==> config.mk <==
export PLATFORM = sky130hd
export DESIGN_NAME = gtp_ctrl
export DESIGN_NICKNAME = d
export VERILOG_FILES = /design/src/hw/rtl/gtp_pkg.sv /design/src/hw/rtl/gtp_ctrl.sv
export SDC_FILE = /design/constraint.sdc
export NUM_CORES = 1
export LEC_CHECK = 0
export ABC_AREA = 0
export BUFFER_PORTS_ARGS = -buffer_cell sky130_fd_sc_hd__buf_4
export CAP_MARGIN = 20
export CORE_MARGIN = 2
export CORE_UTILIZATION = 35
export CTS_CLUSTER_SIZE = 40
export DETAILED_ROUTE_END_ITERATION = 6
export MAX_ROUTING_LAYER = met4
export PLACE_DENSITY = 0.59
export SLEW_MARGIN = 20
export SYNTH_ARGS = -nofsm -noshare
export SYNTH_HDL_FRONTEND = slang
export SYNTH_SLANG_ARGS = --single-unit
==> constraint.sdc <==
create_clock -name clk -period 2.3 [get_ports clk]
set_input_delay 0.115 -clock clk [delete_from_list [all_inputs] [get_ports clk]]
set_output_delay 0.115 -clock clk [all_outputs]
set_load 0.03 [all_outputs]
==> src/hw/rtl/gtp_pkg.sv <==
package gtp_pkg;

	localparam int MAX_SOURCES = 16;
	localparam int MAX_STEPS   = 63;

	localparam int IDX_W  = (MAX_SOURCES > 1) ? $clog2(MAX_SOURCES) : 1;
	localparam int CNT_W  = $clog2(MAX_SOURCES + 1);
	localparam int STEP_W = 6;

	localparam int WORD_W = 32;
	localparam int DIFF_W = 33;
	localparam int PROD_W = 66;
	localparam int R2_W   = 49;
	localparam int ACC_W  = 35 + IDX_W;
	localparam int U_W    = 31;

	localparam int RAD_W    = 64;
	localparam int ROOT_W   = 32;
	localparam int QUO_W    = 32;
	localparam int DIV_N_W  = 80;
	localparam int DIV_HI_W = DIV_N_W - QUO_W;
	localparam int DIV_D_W  = 49;

	localparam int CFG_IDX_W = 2;

	localparam logic [WORD_W-1:0] GRAVITY_RESET    = 32'd65536;
	localparam logic [WORD_W-1:0] TIME_STEP_RESET  = 32'd1092;
	localparam logic [WORD_W-1:0] NEAR_LIMIT_RESET = 32'd1;
	localparam logic [U_W-1:0]    U_CAP            = 31'h4000_0000;

	typedef enum logic [1:0] {
		FN_CLEAR   = 2'd0,
		FN_ADD     = 2'd1,
		FN_PREDICT = 2'd2,
		FN_UNUSED  = 2'd3
	} func_t;

	typedef enum logic [CFG_IDX_W-1:0] {
		CFG_GRAVITY    = 2'd0,
		CFG_TIME_STEP  = 2'd1,
		CFG_NEAR_LIMIT = 2'd2
	} cfg_reg_t;

	typedef struct packed {
		func_t                     func;
		logic signed [WORD_W-1:0]  source_x;
		logic signed [WORD_W-1:0]  source_y;
		logic        [WORD_W-1:0]  source_mass;
		logic signed [WORD_W-1:0]  ship_x;
		logic signed [WORD_W-1:0]  ship_y;
		logic signed [WORD_W-1:0]  ship_vx;
		logic signed [WORD_W-1:0]  ship_vy;
		logic        [STEP_W-1:0]  step_count;
	} in_item_t;

	typedef struct packed {
		logic signed [WORD_W-1:0] point_x;
		logic signed [WORD_W-1:0] point_y;
		logic                     last_point;
		logic                     clipped;
	} out_item_t;

	typedef enum logic [4:0] {
		OP_NOP,
		OP_ADD,
		OP_LOAD,
		OP_ACC_CLR,
		OP_READ,
		OP_DIFF,
		OP_MUL_DX,
		OP_R2_X,
		OP_MUL_DY,
		OP_R2_Y,
		OP_SQRT_GO,
		OP_MUL_GM,
		OP_DIV_G_GO,
		OP_G_LATCH,
		OP_DIV_X_GO,
		OP_UX_LATCH,
		OP_DIV_Y_GO,
		OP_UY_LATCH,
		OP_MUL_TX,
		OP_ACC_X,
		OP_MUL_TY,
		OP_ACC_Y,
		OP_SAT_A,
		OP_MUL_VX,
		OP_UPD_VX,
		OP_MUL_VY,
		OP_UPD_VY,
		OP_MUL_PX,
		OP_UPD_PX,
		OP_MUL_PY,
		OP_UPD_PY,
		OP_EMIT
	} dp_op_t;

	typedef struct packed {
		dp_op_t           op;
		logic [IDX_W-1:0] idx;
		logic             last;
	} dp_cmd_t;

	typedef struct packed {
		logic skip;
		logic r_zero;
		logic sqrt_done;
		logic div_done;
		logic out_free;
	} dp_sts_t;

endpackage

==> src/hw/rtl/gtp_ctrl.sv <==
// Sequencer: decodes input beats, walks the steps and the source table, and
// issues one datapath operation per cycle, save while it waits on the root, the divider or the output register.
module gtp_ctrl import gtp_pkg::*; (
	input  logic              clk,
	input  logic              arst_n,
	input  logic              item_valid,
	input  func_t             item_func,
	input  logic [STEP_W-1:0] item_steps,
	output logic              item_ready,
	output dp_cmd_t           cmd,
	input  dp_sts_t           sts
);

	typedef enum logic [5:0] {
		ST_IDLE, ST_EMIT, ST_ACC_CLR, ST_RD, ST_DIFF, ST_MULX, ST_R2X, ST_MULY,
		ST_R2Y, ST_CHK, ST_SQRT, ST_SQRT_W, ST_MULGM, ST_DIVG, ST_DIVG_W,
		ST_DIVX, ST_DIVX_W, ST_DIVY, ST_DIVY_W, ST_MTX, ST_ACCX, ST_MTY,
		ST_ACCY, ST_NEXT, ST_SATA, ST_MVX, ST_UVX, ST_MVY, ST_UVY, ST_MPX,
		ST_UPX, ST_MPY, ST_UPY
	} state_t;

	state_t            state_q;
	logic [CNT_W-1:0]  count_q;
	logic [IDX_W-1:0]  idx_q;
	logic [STEP_W-1:0] step_q;
	logic [STEP_W-1:0] steps_q;
	logic              accept;
	logic              last_src;
	logic              last_step;
	logic [STEP_W-1:0] steps_in;

	assign item_ready = state_q == ST_IDLE;
	assign accept     = item_valid && item_ready;
	assign last_src   = (CNT_W'(idx_q) + CNT_W'(1)) == count_q;
	assign last_step  = step_q == steps_q;
	assign steps_in   = (item_steps > STEP_W'(MAX_STEPS)) ? STEP_W'(MAX_STEPS)
		: item_steps;

	always_ff @(posedge clk or negedge arst_n) begin
		if (!arst_n) begin
			state_q <= ST_IDLE;
			count_q <= '0;
			idx_q   <= '0;
			step_q  <= '0;
			steps_q <= '0;
		end else begin
			unique case (state_q)
				ST_IDLE: begin
					if (accept) begin
						case (item_func)
							FN_CLEAR: count_q <= '0;
							FN_ADD: begin
								if (count_q < CNT_W'(MAX_SOURCES)) begin
									count_q <= count_q + CNT_W'(1);
								end
							end
							FN_PREDICT: begin
								steps_q <= steps_in;
								step_q  <= '0;
								state_q <= ST_EMIT;
							end
							default: ;
						endcase
					end
				end
				ST_EMIT: begin
					if (sts.out_free) begin
						if (last_step) begin
							state_q <= ST_IDLE;
						end else begin
							step_q  <= step_q + STEP_W'(1);
							state_q <= ST_ACC_CLR;
						end
					end
				end
				ST_ACC_CLR: begin
					idx_q   <= '0;
					state_q <= (count_q == '0) ? ST_SATA : ST_RD;
				end
				ST_RD:   state_q <= ST_DIFF;
				ST_DIFF: state_q <= ST_MULX;
				ST_MULX: state_q <= ST_R2X;
				ST_R2X:  state_q <= ST_MULY;
				ST_MULY: state_q <= ST_R2Y;
				ST_R2Y:  state_q <= ST_CHK;
				ST_CHK:  state_q <= sts.skip ? ST_NEXT : ST_SQRT;
				ST_SQRT: state_q <= ST_SQRT_W;
				ST_SQRT_W: begin
					if (sts.sqrt_done) begin
						state_q <= sts.r_zero ? ST_NEXT : ST_MULGM;
					end
				end
				ST_MULGM: state_q <= ST_DIVG;
				ST_DIVG:  state_q <= ST_DIVG_W;
				ST_DIVG_W: if (sts.div_done) state_q <= ST_DIVX;
				ST_DIVX:  state_q <= ST_DIVX_W;
				ST_DIVX_W: if (sts.div_done) state_q <= ST_DIVY;
				ST_DIVY:  state_q <= ST_DIVY_W;
				ST_DIVY_W: if (sts.div_done) state_q <= ST_MTX;
				ST_MTX:  state_q <= ST_ACCX;
				ST_ACCX: state_q <= ST_MTY;
				ST_MTY:  state_q <= ST_ACCY;
				ST_ACCY: state_q <= ST_NEXT;
				ST_NEXT: begin
					if (last_src) begin
						state_q <= ST_SATA;
					end else begin
						idx_q   <= idx_q + IDX_W'(1);
						state_q <= ST_RD;
					end
				end
				ST_SATA: state_q <= ST_MVX;
				ST_MVX:  state_q <= ST_UVX;
				ST_UVX:  state_q <= ST_MVY;
				ST_MVY:  state_q <= ST_UVY;
				ST_UVY:  state_q <= ST_MPX;
				ST_MPX:  state_q <= ST_UPX;
				ST_UPX:  state_q <= ST_MPY;
				ST_MPY:  state_q <= ST_UPY;
				ST_UPY:  state_q <= ST_EMIT;
				default: state_q <= ST_IDLE;
			endcase
		end
	end

	always_comb begin
		cmd.op   = OP_NOP;
		cmd.idx  = idx_q;
		cmd.last = last_step;
		unique case (state_q)
			ST_IDLE: begin
				if (accept && item_func == FN_ADD
					&& count_q < CNT_W'(MAX_SOURCES)) begin
					cmd.op  = OP_ADD;
					cmd.idx = IDX_W'(count_q);
				end else if (accept && item_func == FN_PREDICT) begin
					cmd.op = OP_LOAD;
				end
			end
			ST_EMIT:    cmd.op = sts.out_free ? OP_EMIT : OP_NOP;
			ST_ACC_CLR: cmd.op = OP_ACC_CLR;
			ST_RD:      cmd.op = OP_READ;
			ST_DIFF:    cmd.op = OP_DIFF;
			ST_MULX:    cmd.op = OP_MUL_DX;
			ST_R2X:     cmd.op = OP_R2_X;
			ST_MULY:    cmd.op = OP_MUL_DY;
			ST_R2Y:     cmd.op = OP_R2_Y;
			ST_SQRT:    cmd.op = OP_SQRT_GO;
			ST_MULGM:   cmd.op = OP_MUL_GM;
			ST_DIVG:    cmd.op = OP_DIV_G_GO;
			ST_DIVG_W:  cmd.op = sts.div_done ? OP_G_LATCH : OP_NOP;
			ST_DIVX:    cmd.op = OP_DIV_X_GO;
			ST_DIVX_W:  cmd.op = sts.div_done ? OP_UX_LATCH : OP_NOP;
			ST_DIVY:    cmd.op = OP_DIV_Y_GO;
			ST_DIVY_W:  cmd.op = sts.div_done ? OP_UY_LATCH : OP_NOP;
			ST_MTX:     cmd.op = OP_MUL_TX;
			ST_ACCX:    cmd.op = OP_ACC_X;
			ST_MTY:     cmd.op = OP_MUL_TY;
			ST_ACCY:    cmd.op = OP_ACC_Y;
			ST_SATA:    cmd.op = OP_SAT_A;
			ST_MVX:     cmd.op = OP_MUL_VX;
			ST_UVX:     cmd.op = OP_UPD_VX;
			ST_MVY:     cmd.op = OP_MUL_VY;
			ST_UVY:     cmd.op = OP_UPD_VY;
			ST_MPX:     cmd.op = OP_MUL_PX;
			ST_UPX:     cmd.op = OP_UPD_PX;
			ST_MPY:     cmd.op = OP_MUL_PY;
			ST_UPY:     cmd.op = OP_UPD_PY;
			default:    cmd.op = OP_NOP;
		endcase
	end

	a_emit_needs_slot: assert property (@(posedge clk) disable iff (!arst_n)
		cmd.op == OP_EMIT |-> sts.out_free)
		else $error("point issued while output register is occupied");

	a_count_range: assert property (@(posedge clk) disable iff (!arst_n)
		count_q <= CNT_W'(MAX_SOURCES))
		else $error("source count beyond table size");

	a_step_range: assert property (@(posedge clk) disable iff (!arst_n)
		state_q != ST_IDLE |-> step_q <= steps_q)
		else $error("step counter ran past the requested count");

	a_walk_in_table: assert property (@(posedge clk) disable iff (!arst_n)
		cmd.op == OP_READ |-> CNT_W'(idx_q) < count_q)
		else $error("source read beyond the loaded entries");

endmodule

==> summary.md <==
| Metric | Value |
|---|---|
| Detailed Route WL | `6380 um` |
| Worst setup EP type | `output pin` |
| Main combinational cell family by area after synthesis | `simple AND/OR/NAND/NOR gates` |
| Worst vdd rail ir drop | `0.585 mV` |
| Final Worst Setup Slack | `0.0626 ns` |
| Slowest Stage Delay on Critical Path | `0.47 ns` |
| Clk slew on worst S/H paths | `0.10 ns` |
| Critical path's slowest cell | `or3b_4` |
| H-tree Lvls | `1` |
| Leak | `0.00124 uW` |
| Worst EP arrival | `2.12 ns` |
| Area grow syn2layout | `19.5%` |
| Synth Area in Simple Gates | `28.1%` |
| Post-DRT Antenna Nets | `0` |
| Dominant cell by count in the synthesized netlist | `dfrtp_1` |
| Pin count of the biggest net entering global routing | `28` |
| Share of cells above drive strength 1 | `26.5%` |
| CTS max path bufs | `2` |
| Core region area | `6680 um2` |
| Status | `finished, final reports clean` |
| Buf/Inv on CP | `1` |
| Yosys reg bits | `27` |
| Dpl ws | `0.196 ns` |
| Power per cell area | `1250 nW/um2` |
| Max frequency | `447 MHz` |
| Grt total ovfl | `0` |
| Maxcap violations | `0` |
| Root Buffer | `clkbuf_8` |
| Worst path top cell family by delay | `simple AND/OR/NAND/NOR gates` |
| Synth area leaders | `dfrtp_1, mux2_2, nand2_1` |
| Initial DRC count | `244` |
| Initial antenna violation count | `0` |
| Worst min path class | `input port to register` |
| Clk_lat worst skew | `0.27 ns` |
| HPWL after detailed placement | `4740 um` |
| Crit path max fanout | `7` |
| Chip height | `86.5 um` |
| Final Cycle Share | `97.3%` |
| Commonest cells post-synth | `dfrtp_1, nand2_1, nand3_1, o21ai_0, nor2_1` |
| Seq/Total Area, Yosys | `28.4%` |
| Cell Area, Placed | `2700 um2` |
| Slew Viols, Final | `0` |
| Tot Pwr | `3540 uW` |
| Crit-path cells | `nor4_4 -> nand4b_1 -> or3b_4 -> mux2_4 -> buf_6` |
| Final Hold Violating Endpoints | `0` |
| Worst slew margin | `66.6%` |
| DR vias/cell | `5.92` |
| Ports | `27` |
| # diodes | `0` |
| Vias in the first global route | `2093` |
| Async SR Flop Fraction | `100%` |
| Synth Flop Type | `dfrtp_1` |
| Placer Congestion | `0.869` |
| Clk sinks | `27` |
| Worst-Margin Slew | `0.497 ns` |
| Mean cell area of the mapped netlist | `8.56 um2` |
| Post-synth top area cell | `dfrtp_1` |
| First-pass GRT wire length | `10400 um` |
| Top cell type's share of synthesized area | `28.4%` |
| DR pass1 iterations | `4` |
| Die footprint | `7480 um2` |
| Critical path type | `register to output pin` |
| Initial Util | `35.6%` |
| Global Route Usage Sum | `17.9%` |
| Synth Area in XOR/XNOR | `5.05%` |
| Die Wd | `86.5 um` |
| Number of setup violations in the final report | `0` |
| Drt wl/cell | `16.4 um` |
| Vias | `2302` |
| Post-synthesis mux area share | `7.20%` |
| Startpoint type of the worst setup path | `register` |
| Post-Syn Area | `2380 um2` |
| Nets | `330` |
| Synth unique cells | `69` |
| Rows | `30` |
| Synth Area in Compound Gates | `23.3%` |
| CTS tree | `done` |
| Final Util | `42.6%` |
| Final Cell Area | `2840 um2` |
| Post-synthesis cell count | `278` |
| Layout Skew | `0.00844 ns` |
| Post-route DRC | `0` |
| IO buf count | `26` |
| Post-synth EDFFs | `0` |
| CTS Buf Count | `3` |
| YS warnings | `0` |
| Syn Nets | `298` |
| Period minus WS final | `2.24 ns` |
| Adder-Cell Fraction of Synth Area | `2.10%` |
| Req. time, crit path | `2.18 ns` |
cells by family after synthesis:
logic type / Yosys count
buffers and inverters: 30
and+or+nand+nor: 112
DFF: 27
AOI/OAI and AO/OA: 78
muxes: 15
xor gates and xnor gates: 12
adders and majority gates: 4
layout by cell type (no fill, tap or decap), types with 3 or more instances in the layout:
cell type,netlist,layout
buf_6,2,4
and3_1,5,5
mux2_2,9,9
nand4b_1,5,5
dfrtp_2,0,3
mux2i_1,4,4
a21oi_1,9,9
nand2_1,24,24
o21ai_0,16,16
ha_1,4,4
a21o_1,3,3
o21a_1,3,3
xor2_1,8,8
a31oi_1,3,3
o21ai_1,3,3
a22o_1,5,5
dfrtp_1,27,24
inv_1,6,6
nor2_1,14,12
nand2b_1,5,5
nor2b_1,10,9
o221ai_1,3,3
buf_4,1,45
nand3_1,16,15
o211ai_1,9,9
clkbuf_8,0,3
nor3_1,5,5
xnor2_1,3,3
o211a_1,3,3
flip-flops by register name, indices dropped and copies added, names as in the netlist:
name / count
state_q: 6
count_q: 5
steps_q: 6
idx_q: 4
step_q: 6
report_power, final:
part / switching [uW] / total, uW / leakage [uW] / internal, uW
clock network: 151 / 273 / 0.0000255 / 121
logic: 1350 / 2420 / 0.000893 / 1060
registers: 209 / 855 / 0.000324 / 646
per-stage QoR:
stage	hold slack, ns	instances	setup TNS, ns
3_5_place_dp	0.0559	379	0
3_3_place_gp	0.0574	379	0
4_1_cts	0.0621	385	0
5_1_grt	0.0619	389	-0.0272
2_1_floorplan	-0.181	278	0
6_report	0.0671	389	0
metal layers:
metal	vias up	GRT usage, %	wire (um)
li1	1113	-	-
met1	1107	23.3	2830
met2	72	28.6	3120
met3	10	2.38	289
met4	0	6.25	148
met5	-	-	0
worst paths after layout:
path / startpoint / end / slack (ns) / depth (start not counted)
setup / recovery: state_q[2] / cmd[3] / 0.06 / 5
hold / removal: item_steps[5] / steps_q[5] / 0.07 / 2
setup reg to reg: state_q[4] / state_q[1] / 0.28 / 6
hold reg to reg: steps_q[3] / steps_q[3] / 0.53 / 1
max in group asynchronous: arst_n / state_q[0] / 1.72 / 2
min in group asynchronous: arst_n / state_q[1] / 0.29 / 2
area by class of cell:
class                      count  area [um2]
clock buffer                   3        41.3
clock inverter                 1        5.00
fill                         692        3840
inverter                       7        26.3
multi-input combinational    221        1600
sequential                    27         679
tap                           80         100
timing repair buffer          50         393
what timing repair did:
item	CTS	global route
endpoints found under the setup margin	5	5
buffers inserted	1	4
gates resized for setup	3	13
hold buffers	1	0
hold endpoints to repair	27	0
pin swaps	1	5
Power figures use the tool's default switching activity.
